<file path="src/hdl/tta_pkg.sv">
// ----------------------------------------------------------------------------
// Triangle tangent accumulator package
// Shared types, codes and constants for the tangent accumulator and its parts.
// ----------------------------------------------------------------------------
package tta_pkg;

   // Request modes
   localparam logic [1:0] MODE_LOAD = 2'd0;
   localparam logic [1:0] MODE_TRI  = 2'd1;
   localparam logic [1:0] MODE_READ = 2'd2;

   // Result kinds
   localparam logic KIND_STATUS  = 1'b0;
   localparam logic KIND_TANGENT = 1'b1;

   // Shift-subtract divider sizing
   localparam int DIV_W  = 36;
   localparam int DIV_QW = 31;
   localparam int DIV_CW = 5;

   typedef struct packed {
      logic [1:0]         mode;
      logic [9:0]         corner_a;
      logic [9:0]         corner_b;
      logic [9:0]         corner_c;
      logic signed [15:0] pos_x;
      logic signed [15:0] pos_y;
      logic signed [15:0] pos_z;
      logic signed [15:0] tex_u;
      logic signed [15:0] tex_v;
   } req_type;

   typedef struct packed {
      logic               result_kind;
      logic               degenerate;
      logic [9:0]         vertex_out;
      logic signed [15:0] tangent_x;
      logic signed [15:0] tangent_y;
      logic signed [15:0] tangent_z;
      logic               zero_length;
   } rsp_type;

   typedef struct packed {
      logic              start;
      logic [DIV_CW-1:0] steps;
      logic [DIV_W-1:0]  rem_init;
      logic [DIV_W-1:0]  divisor;
      logic [DIV_QW-1:0] bits;
   } div_cmd_type;

   typedef struct packed {
      logic              done;
      logic [DIV_QW-1:0] quot;
   } div_rsp_type;

   typedef enum logic [4:0] {
      ST_IDLE,
      ST_RED_Q,
      ST_RED_R,
      ST_LOAD,
      ST_VRD_A,
      ST_VRD_B,
      ST_VRD_C,
      ST_VRD_END,
      ST_DET_MUL,
      ST_DET_SUB,
      ST_NUM_MUL,
      ST_NUM_SUB,
      ST_DIV_GO,
      ST_DIV_WAIT,
      ST_ACC_RD,
      ST_ACC_WR,
      ST_RD_ACC,
      ST_RD_CAP,
      ST_NORM,
      ST_SQ,
      ST_SQRT,
      ST_QDIV_GO,
      ST_QDIV_WAIT,
      ST_RESULT
   } state_type;

endpackage

</file>
<file path="src/hdl/tta_div.sv">
// ----------------------------------------------------------------------------
// Shift-subtract divider
// Restoring division, one quotient bit per cycle, for unsigned operands.
// ----------------------------------------------------------------------------
module tta_div
   import tta_pkg::*;
(
   input  logic        clock,
   input  logic        reset,
   input  div_cmd_type cmd,
   output div_rsp_type rsp
);

   logic [DIV_W-1:0]  rem_ff;
   logic [DIV_W-1:0]  divisor_ff;
   logic [DIV_QW-1:0] bits_ff;
   logic [DIV_QW-1:0] quot_ff;
   logic [DIV_CW-1:0] cnt_ff;
   logic              busy_ff;
   logic              done_ff;
   logic [DIV_W-1:0]  rem_sh;
   logic              fits;

   // The next dividend bit moves into the partial remainder.
   always_comb begin
      rem_sh = {rem_ff[DIV_W-2:0], bits_ff[DIV_QW-1]};
      fits   = (rem_sh >= divisor_ff);
   end

   always_ff @(posedge clock) begin
      if (reset) begin
         busy_ff <= 1'b0;
         done_ff <= 1'b0;
         cnt_ff  <= '0;
      end else begin
         done_ff <= 1'b0;
         if (cmd.start) begin
            busy_ff <= 1'b1;
            cnt_ff  <= cmd.steps;
         end else if (busy_ff) begin
            cnt_ff <= cnt_ff - 1'b1;
            if (cnt_ff == DIV_CW'(1)) begin
               busy_ff <= 1'b0;
               done_ff <= 1'b1;
            end
         end
      end
   end

   always_ff @(posedge clock) begin
      if (cmd.start) begin
         rem_ff     <= cmd.rem_init;
         divisor_ff <= cmd.divisor;
         bits_ff    <= cmd.bits;
         quot_ff    <= '0;
      end else if (busy_ff) begin
         rem_ff  <= fits ? (rem_sh - divisor_ff) : rem_sh;
         bits_ff <= {bits_ff[DIV_QW-2:0], 1'b0};
         quot_ff <= {quot_ff[DIV_QW-2:0], fits};
      end
   end

   assign rsp.done = done_ff;
   assign rsp.quot = quot_ff;

endmodule

</file>
<file path="config.mk">
export PLATFORM = sky130hd
export DESIGN_NAME = tta_div
export DESIGN_NICKNAME = d
export VERILOG_FILES = /design/src/hdl/tta_pkg.sv /design/src/hdl/tta_div.sv
export SDC_FILE = /design/constraint.sdc
export NUM_CORES = 1
export LEC_CHECK = 0
export BUFFER_PORTS_ARGS = -buffer_cell sky130_fd_sc_hd__buf_2
export CORE_MARGIN = 3
export CORE_UTILIZATION = 61
export DETAILED_ROUTE_END_ITERATION = 10
export GPL_ROUTABILITY_DRIVEN = 0
export HOLD_SLACK_MARGIN = 0.05
export PLACE_DENSITY = 0.95
export SLEW_MARGIN = 20
export SYNTH_ARGS = -nofsm -noshare
export SYNTH_HDL_FRONTEND = slang
export SYNTH_SLANG_ARGS = --single-unit
</file>
<file path="constraint.sdc">
create_clock -name clock -period 6.9 [get_ports clock]
set_clock_uncertainty 0.15 [all_clocks]
set_input_delay 0.69 -clock clock [delete_from_list [all_inputs] [get_ports clock]]
set_output_delay 0.69 -clock clock [all_outputs]
set_load 0.03 [all_outputs]
</file>
== Word-level counts from Yosys, hierarchy flattened ==
Cells that the tools add are included.

* Bits of input ports: 111
* Output and inout bits: 32
* Register bits after elaboration: 140

* Equal/unequal tests: 1
* Muxes and demuxes: 11
* $lt $le $gt $ge: 1
* Add/sub/neg operators: 2
* Reduce and logical (&&, ||, !) cells: 2
* Bitwise operators: 1

{| class="wikitable"
|+ Operators by type and width
! kind !! count
|-
| two-way mux 35 bit || 3
|-
| two-way mux 31 bit || 2
|-
| >= comparator 36 bit || 1
|-
| subtractor 35 bit || 1
|-
| two-way mux 5 bit || 2
|-
| equality test 5 x 1 -> 1 bit (second input constant) || 1
|-
| subtractor 5 x 1 -> 5 bit (second input constant) || 1
|-
| two-way mux 1 bit || 4
|-
| OR reduction 3 bit || 1
|-
| nonzero test 2 bit || 1
|-
| inverter 1 bit || 1
|}

== Depth between registers and ports, before layout ==
Gate-level depths: netlist of the first run.

* Depth after elaboration: 4
* Depth in mapped cells: 13

== Worst setup path before layout of the first run ==
No wires, ideal clock.

* Path kind: register -> register
* Start point: register rem_ff[1]
* End point: register rem_ff[19], data pin
* Buffers on the path: 0
* Data required time: 6,490 ps
* Arrival time: 2,558 ps
* Library setup time: 260 ps
* Path slack: 3,932 ps
* Cell stages (with the launch flop): 10
* Cell sequence: edfxtp_1 > ha_1 > nor2b_1 > o31a_1 > a221oi_2 > o21a_1 > a21o_1 > o2bb2ai_4 > mux2_2 > mux2_2

* Cells in the longest elaborated chain, start to end: 4
* Elaborated cells between the ends (all ways): 5
* Classes of those cells: add/sub (1); order compare (1); mux (3)

{| class="wikitable"
|+ Ends and longest elaborated chain
! item !! RTL line !! source
|-
| start: declaration || tta_div.sv:14 || <nowiki>logic [DIV_W-1:0] rem_ff;</nowiki>
|-
| start signal: assignment || tta_div.sv:52 || <nowiki>rem_ff <= cmd.rem_init;</nowiki>
|-
| start signal: assignment || tta_div.sv:57 || <nowiki>rem_ff <= fits ? (rem_sh - divisor_ff) : rem_sh;</nowiki>
|-
| subtractor 35 bit / >= comparator 36 bit (equally long branches) || tta_div.sv:57, tta_div.sv:27 ||
|-
| two-way mux 35 bit (*) || tta_div.sv:57 ||
|-
| two-way mux 35 bit (*) || tta_div.sv:56 || <nowiki>end else if (busy_ff) begin</nowiki>
|-
| two-way mux 35 bit (*) || tta_div.sv:51 || <nowiki>if (cmd.start) begin</nowiki>
|}

Mark *: on every way between the ends. The rest lies on a longest branch, timed or not. The select of a mux whose other input is x is not followed.
A chain may end at the register's enable or synchronous reset.

== Worst setup path after layout of the first run ==
* Start point: register bits_ff[30]
* End point: register rem_ff[29], data pin

* Cells in the longest elaborated chain, start to end: 4
* Elaborated cells between the ends (all ways): 5
* Classes of those cells: add/sub (1); order compare (1); mux (3)

{| class="wikitable"
|+ Ends and longest elaborated chain
! item !! RTL line !! source
|-
| start: declaration || tta_div.sv:16 || <nowiki>logic [DIV_QW-1:0] bits_ff;</nowiki>
|-
| start signal: assignment || tta_div.sv:54 || <nowiki>bits_ff <= cmd.bits;</nowiki>
|-
| start signal: assignment || tta_div.sv:58 || <nowiki>bits_ff <= {bits_ff[DIV_QW-2:0], 1'b0};</nowiki>
|-
| subtractor 35 bit / >= comparator 36 bit (equally long branches) || tta_div.sv:57, tta_div.sv:27 ||
|-
| two-way mux 35 bit (*) || tta_div.sv:57 ||
|-
| two-way mux 35 bit (*) || tta_div.sv:56 ||
|-
| two-way mux 35 bit (*) || tta_div.sv:51 ||
|}

Marks and branches as above.

==> metrics.txt, run 1 <==
CP Cell Sequence=inv_1 > ha_1 > fa_1 > nor2b_1 > o31a_1 > a221oi_2 > o21a_1 > a21o_1 > o2bb2ai_4 > buf_4 > nor2_2 > a221o_1; Hold Path End=divisor_ff[0]; setup TNS=0 ns; post-synth top area share=0.394; Hold Path Origin=cmd[31]; PortBufs=141; Final Hold Viols=0; Avg Vias per Cell=5.72; total power=2.83 mW; hold depth=1; DR WL met2=8270 µm; first-pass GRT wire length=27200 µm; RSZ-0062 raised after global routing=no; Worst Path Required=6.91 ns; reported net switching power=0.920 mW; synthesized instance count=714; Crit-path slowest cell=buf_4; clk buf depth=2; all-layer global routing usage=0.239; CP Max Fanout=35; max frequency=263 MHz; layout net count=988; Area Growth Syn to Fin=17.0%; WL per Instance=16.4 µm; core box area=0.0122 mm²; DP Worst Slack=3.14 ns; Crit path largest cell delay=0.46 ns; TritonCTS Buffers=17; area leader, netlist=edfxtp_1; pin count of the biggest net entering global routing=94; First DRT Iteration DRCs=375; Internal=1.91 mW; CTS root buffer=clkbuf_16; yosys warns=0; Max Cap Viol=0; Ant. Diodes=0; number of synthesized flops with an enable pin=102; Mapped Area=0.00777 mm²; clock group share of total power=0.319; Die Wd=119 µm; Resized cells post-CTS=0; vias in the first global route=5780; Static Leakage=4.05 nW; DP HPWL=11600 µm; Synth async-reset ratio=0; Slew @ Worst Pin=1.05 ns; R2R setup slack=3.09 ns; Seq/Total Area, Yosys=0.492; routed wire length=16700 µm; worst-case vdd ir drop=190 µV; Sw Share=0.325; DRC=0; CTS sink count=140; cell area after layout=0.00909 mm²; Tmin final=3.81 ns; startpoint types=register; Mapped Nets=864; via count=5832; Post-DP Area=0.00850 mm²; wire length on met3=1360 µm; number of setup buffers added after CTS=0; slack of the critical path=3.09 ns; Synth Flop Type=edfxtp_1; crit path DAT=3.82 ns; r2r endpoint=rem_ff[29]; Yosys reg bits=140; status=finished, final reports clean; CTS tree=yes; top cell types by occurrence after synthesis=edfxtp_1, nor2_1, a21oi_1, inv_1, mux2_2; number of endpoints failing setup at the final stage=0; period utilization=0.552; fraction of layout cells with a size suffix above 1=0.281; row count=40; DRT antenna net count=0; initial antenna violation count=1; die area=0.0141 mm²; Initial Util=0.637; Hold WC Path Type=in2reg; Ports=143; H-tree depth=4; Worst R2R Start=bits_ff[30]; top sig layer=met5; Syn Area/Cell=10.9 µm²; Worst-path clk slew=0.06 ns; Slew Viols, Final=0; Post-Route M1 WL=6840 µm; Post-CTS Hold Buffers=0; worst setup path class=reg2reg; Reg2Reg Depth=12; Setup crit end kind=register; drt first pass iters=5; top-count cell post-synth=edfxtp_1; top cells by area, synth=edfxtp_1, dfxtp_1, ha_1, mux2_2, mux2i_1; synth unique cells=70; Reg power frac=0.378; Pwr Density=311 mW/mm²; Vert. Die Dim=119 µm; Comb pwr share=0.303; relative slew slack=0.299; GRT overflow=0; Clk Latency, worst-skew pair=0.43 ns
-- flip-flops by register name, indices dropped and copies added (netlist names) --
register / flops
divisor_ff: 36
rem_ff: 35
bits_ff: 31
quot_ff: 31
cnt_ff: 5
busy_ff: 1
done_ff: 1
-- power by group through the flow --
stage / Clock (mW) / Sequential, mW / Combinational (mW)
after floorplan: 0 / 1.07 / 0.696
after global placement: 0 / 1.08 / 0.818
after detailed placement: 0 / 1.08 / 0.845
after CTS: 0.912 / 1.07 / 0.855
after global routing: 0.948 / 1.08 / 0.956
final: 0.902 / 1.07 / 0.859
-- worst max-delay path, delay by kind of cell, from the launching register on --
family                     cells  cell delay [ns]
buffers and inverters          2             0.54
DFF                            1             0.39
adders and majority gates      2             0.40
AOI/OAI and AO/OA              6             1.80
and+or+nand+nor                2             0.22
-- routing by layer --
| layer | track usage | up-vias |
|---|---|---|
| met2 | 0.394 | 196 |
| met5 | 0 | - |
| met3 | 0.0878 | 22 |
| met1 | 0.293 | 2778 |
| met4 | 0.0797 | 2 |
| li1 | - | 2834 |
-- cell type report --
type,instances,area (µm²)
Inverter,59,221
Clock inverter,13,114
Sequential cell,140,3820
Fill cell,841,3120
Clock buffer,19,475
Tap cell,168,210
Multi-Input combinational cell,476,3510
Timing Repair Buffer,144,734
-- cells in the final DEF (no fill, tap or decap), types with 24 or more instances in the layout --
master,netlist,layout
a21o_1,24,24
ha_1,38,38
inv_1,59,59
dfxtp_1,38,37
a21oi_1,60,60
mux2i_1,31,31
nand2_1,34,34
buf_2,6,140
mux2_2,42,42
nor2_1,71,71
edfxtp_1,102,102
-- cell families (layout without fill, tap and decap cells) --
kind of cell    after synthesis  count (layout)  share of synthesized area
compound gates              177             177                      0.157
simple gates                152             152                     0.0909
mux                          74              74                      0.102
buf+inv                      98             235                     0.0563
fa+ha+maj                    39              39                     0.0637
xor+xnor                     34              34                     0.0383
flops                       140             140                      0.492
-- how the worst max path moves through the flow --
| stage | from | to | slack (ns) | depth (start not counted) |
|---|---|---|---|---|
| 2_1_floorplan | rem_ff[1] | rem_ff[19] | 3.93 | 9 |
| 3_5_place_dp | bits_ff[30] | rem_ff[32] | 3.14 | 12 |
| 5_1_grt | bits_ff[30] | rem_ff[29] | 2.87 | 12 |
| 3_3_place_gp | rem_ff[1] | rem_ff[32] | 3.19 | 10 |
| 4_1_cts | bits_ff[30] | rem_ff[29] | 3.06 | 12 |
| 6_report | bits_ff[30] | rem_ff[29] | 3.09 | 12 |
-- per-stage QoR --
step                cells  hold WS, ns   util
finish               1019        0.282  0.745
floorplan             714        0.375      -
detailed placement    987        0.357  0.696
global route         1019        0.276  0.745
CTS                  1019        0.277  0.745
global placement      987        0.322  0.696
No activity file was read; power rests on OpenSTA's default activity.
==> run 2: changes to the inputs <==
Settings changed: CORE_UTILIZATION 61 to 51, PLACE_DENSITY 0.95 to 0.86.
Clock period 6.9 ns to 3.14 ns, I/O delays scaled along.
==> run 2 against run 1 <==
  * Design area rose by 21%
  * Sequential power increased by 120%
  * Flip-flop and latch count stayed put
  * Combinational power rose to 3.3 times the previous value
  * First-iteration DRC count increased by 19%
  * The run now ends with negative setup slack left
  * Non-clock buffer count grew 150
  * Worst hold slack got worse by 0.22 ns
  * Global-route usage increased by 1.3 points
  * Setup slack lost 3.2 ns
  * Die area rose by 19%
  * Sequential share of layout area is 7.2 points lower
==> metrics.txt, run 2 (synthesis results as in run 1) <==
pin count of the biggest net entering global routing=96 (+2.1%); Largest register FFs=36 (unchanged); GRT overflow=0 (unchanged); Reg power frac=0.327 (-0.051); H-tree depth=4 (unchanged); Reg area=0.00382 mm² (unchanged); RSZ-0062 raised after global routing=yes; Hold Worst Slack=0.0574 ns (-0.225 ns); Comb pwr share=0.388 (+0.085); Sw Share=0.339 (+0.0143); WL per Instance=18.0 µm (+10%); GRT met3 Usage=0.0676 (-0.0202); routed wire length=21400 µm (+28%); Vert. Die Dim=129 µm (+8.9%); clock group share of total power=0.285 (-0.034); Post-DP Area=0.00885 mm² (+4.0%); worst-case vdd ir drop=375 µV (+97%); CP Cell Sequence=ha_4 > a21o_1 > a21o_1 > a221oi_2 > o21ai_4 > nor2_4 > o2bb2ai_4 > clkbuf_16 > nor2_1 > a211oi_1 > a21oi_1; grt met1 use=0.304 (+0.0112); Critical Path Most Common Cell=a21o_1; period utilization=1.04 (+0.489); startpoint types=register; vias in the first global route=6733 (+16%); max frequency=306 MHz (+17%); fraction of layout cells with a size suffix above 1=0.355 (+0.0741); CTS root buffer=clkbuf_16; Slew @ Worst Pin=0.825 ns (-0.226 ns); top flop regs=divisor_ff (36), rem_ff (35); Crit path max-delay family=compound AO/OA/AOI/OAI gates; via count=6599 (+13%); Final Util=0.747 (+0.00235); Area Growth Syn to Fin=41.2%; total power=7.22 mW (+160%); slack of the critical path=-0.128 ns (-3.22 ns); Worst-path clk slew=0.07 ns (about the same); Slew Viols, Final=0 (unchanged); reported net switching power=2.45 mW (+170%); fillcell total=934 (+11%); Avg Vias per Cell=5.56 (-2.9%); Max Cap Viol=0 (unchanged); Static Leakage=4.85 nW (+20%); core box area=0.0147 mm² (+20%); DP HPWL=11800 µm (+2.2%); crit path DAT=3.25 ns (-0.57 ns); worst setup path class=reg2reg; status=finished with violations; Worst Path Required=3.13 ns (-3.78 ns); number of endpoints failing setup at the final stage=23 (+23); Largest Register=divisor_ff; Pwr Density=658 mW/mm² (+110%); M2 GR Usage=0.431 (+0.0371); CP Max Fanout=7 (-80%); Final Hold Viols=0 (unchanged); cell area after layout=0.0110 mm² (+21%); all-layer global routing usage=0.252 (+0.0131); drt first pass iters=5 (unchanged); Ant. Diodes=0 (unchanged); initial antenna violation count=0 (-1); DRC=0 (unchanged); Crit path largest cell delay=0.45 ns (about the same); Crit-path slowest cell=edfxtp_1; Initial Util=0.529 (-0.108); Ports=143 (unchanged); cell depth of the worst setup path=11 (-1); WP buf/inv=1 (-1); Die Wd=129 µm (+8.9%); multi-input logic area=0.00388 mm² (+10%); Setup crit end kind=register; Internal=4.77 mW (+150%); relative slew slack=0.450 (+0.151); failing checks=negative setup slack; row count=44 (+10%); Tmin final=3.27 ns (-0.539 ns); hold depth=2 (+1); clk buf depth=2 (unchanged); PortBufs=141 (unchanged); First DRT Iteration DRCs=446 (+19%); global route hottest layer=met2; most common cell after layout, fill and taps aside=buf_2; CTS tree=yes; commonest non-fill, non-tap cells in the layout=buf_2, edfxtp_1, dlygate4sd3_1, nor2_1, inv_1; layout net count=1140 (+15%); Hold WC Path Type=in2reg; first-pass GRT wire length=33100 µm (+21%); Clk Latency, worst-skew pair=0.43 ns (about the same); Reg2Reg Depth=11 (-1); CTS sink count=140 (unchanged); TritonCTS Buffers=17 (unchanged); die area=0.0168 mm² (+19%); DP Worst Slack=-0.129 ns (-3.27 ns); DRT antenna net count=0 (unchanged)
run 2: cell count changes in the layout (fill, tap and decap cells not counted), moves of 7 or more:
cell	previous run	this run
a211oi_1	17	8
a211oi_2	0	9
a21oi_1	60	53
a21oi_2	2	9
buf_4	3	50
buf_6	1	8
dlygate4sd3_1	0	88
nor2_1	71	64
run 2: routing by layer:
layer,wire [µm],up-vias
li1,-,3159
met1,8570,3137
met2,10900,258
met3,1450,45
met4,546,0
met5,0,-
run 2: area by class of cell:
class                           count  area share
Tap cell                          184      0.0210
Clock buffer                       19      0.0433
Clock inverter                     13      0.0126
Multi-Input combinational cell    478       0.353
Timing Repair Buffer              294       0.201
Sequential cell                   140       0.348
Inverter                           59      0.0202
run 2: through the flow:
stage	setup TNS [ns]	std cells
after floorplan	0	714
after detailed placement	-1.07	1041
after CTS	-0.427	1179
after global placement	-0.385	1041
final	-1.13	1187
after global routing	-3.25	1187
run 2: repair_timing:
action,CTS,global route
gates resized for setup,29,51
hold buffers,88,0
setup endpoints to repair,31,35
pin swaps,19,30
cloned,3,4
setup buffers,15,10
hold endpoints to repair,85,0
run 2: worst paths after layout:
check                   start     endpoint  slack [ns]
setup / recovery   rem_ff[28]   rem_ff[18]       -0.13
hold / removal        cmd[14]  bits_ff[14]        0.06
setup reg to reg   rem_ff[28]   rem_ff[18]       -0.13
hold reg to reg   quot_ff[10]  quot_ff[10]        0.38
run 2: power by group through the flow:
stage / clock [mW] / sequential [mW] / combinational (mW)
6_report: 2.06 / 2.36 / 2.80
5_1_grt: 2.16 / 2.38 / 3.03
4_1_cts: 2.08 / 2.34 / 2.48
3_5_place_dp: 0 / 2.38 / 2.06
3_3_place_gp: 0 / 2.37 / 2.02
2_1_floorplan: 0 / 2.34 / 1.53
==> run 3: changes to the inputs <==
Settings changed: CAP_MARGIN set to 15, CORE_ASPECT_RATIO set to 0.7, SETUP_SLACK_MARGIN set to 0.4.
==> run 3 against run 2 <==
  * The run still ends with negative setup slack left
  * Largest cell class unchanged
  * Sequential share of layout area down 0.35 points
  * Critical endpoint is now rem_ff[21]
  * Die area up 0.14%
  * Non-clock buffer count up 12
  * Clock power about the same
  * Via count up 2.5%
  * Worst hold slack better by 0.011 ns
  * Combinational power up 8.6%
  * Fmax down 2.3%
==> metrics.txt, run 3 (synthesis results as in run 1) <==
status=finished with violations; failing checks=negative setup slack; initial antenna violation count=1 (+1); fraction of layout cells with a size suffix above 1=0.364 (+0.00897); slack of the critical path=-0.206 ns (-0.0776 ns); via count=6764 (+2.5%); cell area after layout=0.0111 mm² (+1.0%); most common cell after layout, fill and taps aside=buf_2; Ports=143 (unchanged); Clk Latency, worst-skew pair=0.43 ns (about the same); routed wire length=22400 µm (+4.6%); Max Cap Viol=0 (unchanged); die area=0.0168 mm² (+0.14%); pin count of the biggest net entering global routing=65 (-32%); all-layer global routing usage=0.238 (-0.0140); number of endpoints failing setup at the final stage=35 (+52%); worst setup path class=reg2reg; crit path DAT=3.38 ns (+0.13 ns); startpoint types=register; Die Wd=154 µm (+19%); Ant. Diodes=0 (unchanged); commonest non-fill, non-tap cells in the layout=buf_2, edfxtp_1, dlygate4sd3_1, nor2_1, inv_1; Crit path largest cell delay=0.40 ns (-0.05 ns); PortBufs=141 (unchanged); vias in the first global route=6516 (-3.2%); Pwr Density=671 mW/mm² (+2.0%); Tmin final=3.35 ns (+0.0776 ns); Cells after DPL=1062 (+2.0%); RSZ-0062 raised after global routing=yes; CP Max Fanout=4 (-3); Slew @ Worst Pin=0.578 ns (-0.247 ns); filler-free cell count of the finished design=1209 (+1.9%); core box area=0.0148 mm² (+0.78%); Avg Vias per Cell=5.59 (+0.64%); Initial Util=0.525 (-0.00411); Post-DP Area=0.00894 mm² (+1.0%); Final Hold Viols=0 (unchanged); relative slew slack=0.614 (+0.165); GRT overflow=0 (unchanged); top flop regs=divisor_ff (36), rem_ff (35); Static Leakage=4.91 nW (+1.3%); total power=7.44 mW (+3.0%); max frequency=299 MHz (-2.3%); DRC=0 (unchanged); worst-case vdd ir drop=389 µV (+3.8%); clk buf depth=2 (unchanged); Largest Register=divisor_ff; drt first pass iters=5 (unchanged); setup TNS=-4.76 ns (-3.62 ns); DRT antenna net count=0 (unchanged); Slew Viols, Final=0 (unchanged); CTS root buffer=clkbuf_16; Area Growth Syn to Fin=42.7%; CP Cell Sequence=inv_2 > ha_4 > fa_2 > nor2b_2 > o31a_1 > a221oi_2 > buf_4 > o21a_1 > a21o_1 > buf_6 > o2bb2ai_4 > mux2_4 > mux2_2; TritonCTS Buffers=17 (unchanged); WL per Instance=18.5 µm (+2.7%); CTS sink count=140 (unchanged); CTS tree=yes; Setup crit end kind=register; Hold WC Path Type=in2reg; row count=37 (-16%); DP HPWL=12500 µm (+5.4%); layout net count=1151 (+0.96%); Worst-path clk slew=0.06 ns (about the same); H-tree depth=4 (unchanged); Crit-path slowest cell=edfxtp_1; Largest register FFs=36 (unchanged); Vert. Die Dim=109 µm (-16%); first-pass GRT wire length=31600 µm (-4.4%); First DRT Iteration DRCs=538 (+21%); Worst Path Required=3.17 ns (+0.04 ns); period utilization=1.07 (+0.0247)
[run 3: worst paths after layout]
path,startpoint,to,slack (ns),depth (start not counted)
setup / recovery,bits_ff[30],rem_ff[21],-0.21,13
hold / removal,cmd[98],rem_ff[31],0.07,3
setup reg to reg,bits_ff[30],rem_ff[21],-0.21,13
hold reg to reg,busy_ff,done_ff,0.35,1
[run 3: metrics by stage]
step	hold WS, ns	setup slack [ns]	utilization
floorplan	0.236	0.217	-
CTS	0.0513	-0.0759	0.713
finish	0.0684	-0.206	0.749
global placement	0.325	-0.0397	0.603
global route	0.0597	-0.273	0.749
detailed placement	0.342	-0.113	0.603
[run 3: cell type report]
cell class              instances  area, µm²
clock inverters                 9       70.1
inverters                      59        221
fillers                       952       3720
flip-flops and latches        140       3820
repair buffers                306       2330
multi-input cells             477       3870
clock buffers                  23        533
well taps                     195        244
[run 3: layer usage]
metal | share of wire | global-route usage | wire, µm
met4 | 0.028 | 0.0895 | 631
met1 | 0.41 | 0.307 | 9290
met2 | 0.48 | 0.393 | 10800
met5 | 0.00045 | 0 | 10
met3 | 0.076 | 0.0625 | 1710
[run 3: critical path, delay by kind of cell, from the launching register on]
family	cells	cell delay, ns
compound gates	5	1.19
mux	2	0.58
flops	1	0.40
buf+inv	3	0.39
fa+ha+maj	2	0.35
simple gates	1	0.05
[run 3: power by group]
| group | switching (mW) | total (mW) | internal [mW] |
|---|---|---|---|
| Clock | 0.828 | 2.04 | 1.21 |
| Combinational | 1.57 | 3.04 | 1.48 |
| Sequential | 0.119 | 2.36 | 2.24 |
| Total | 2.52 | 7.44 | 4.93 |
[run 3: timing repair]
| action | CTS | global route |
|---|---|---|
| hold buffers | 89 | 0 |
| endpoints found under the setup margin | 36 | 36 |
| buffers inserted | 7 | 14 |
| gates cloned | 2 | 3 |
| resized for setup | 15 | 76 |
| pin swaps | 1 | 30 |
| hold endpoints to repair | 87 | 0 |
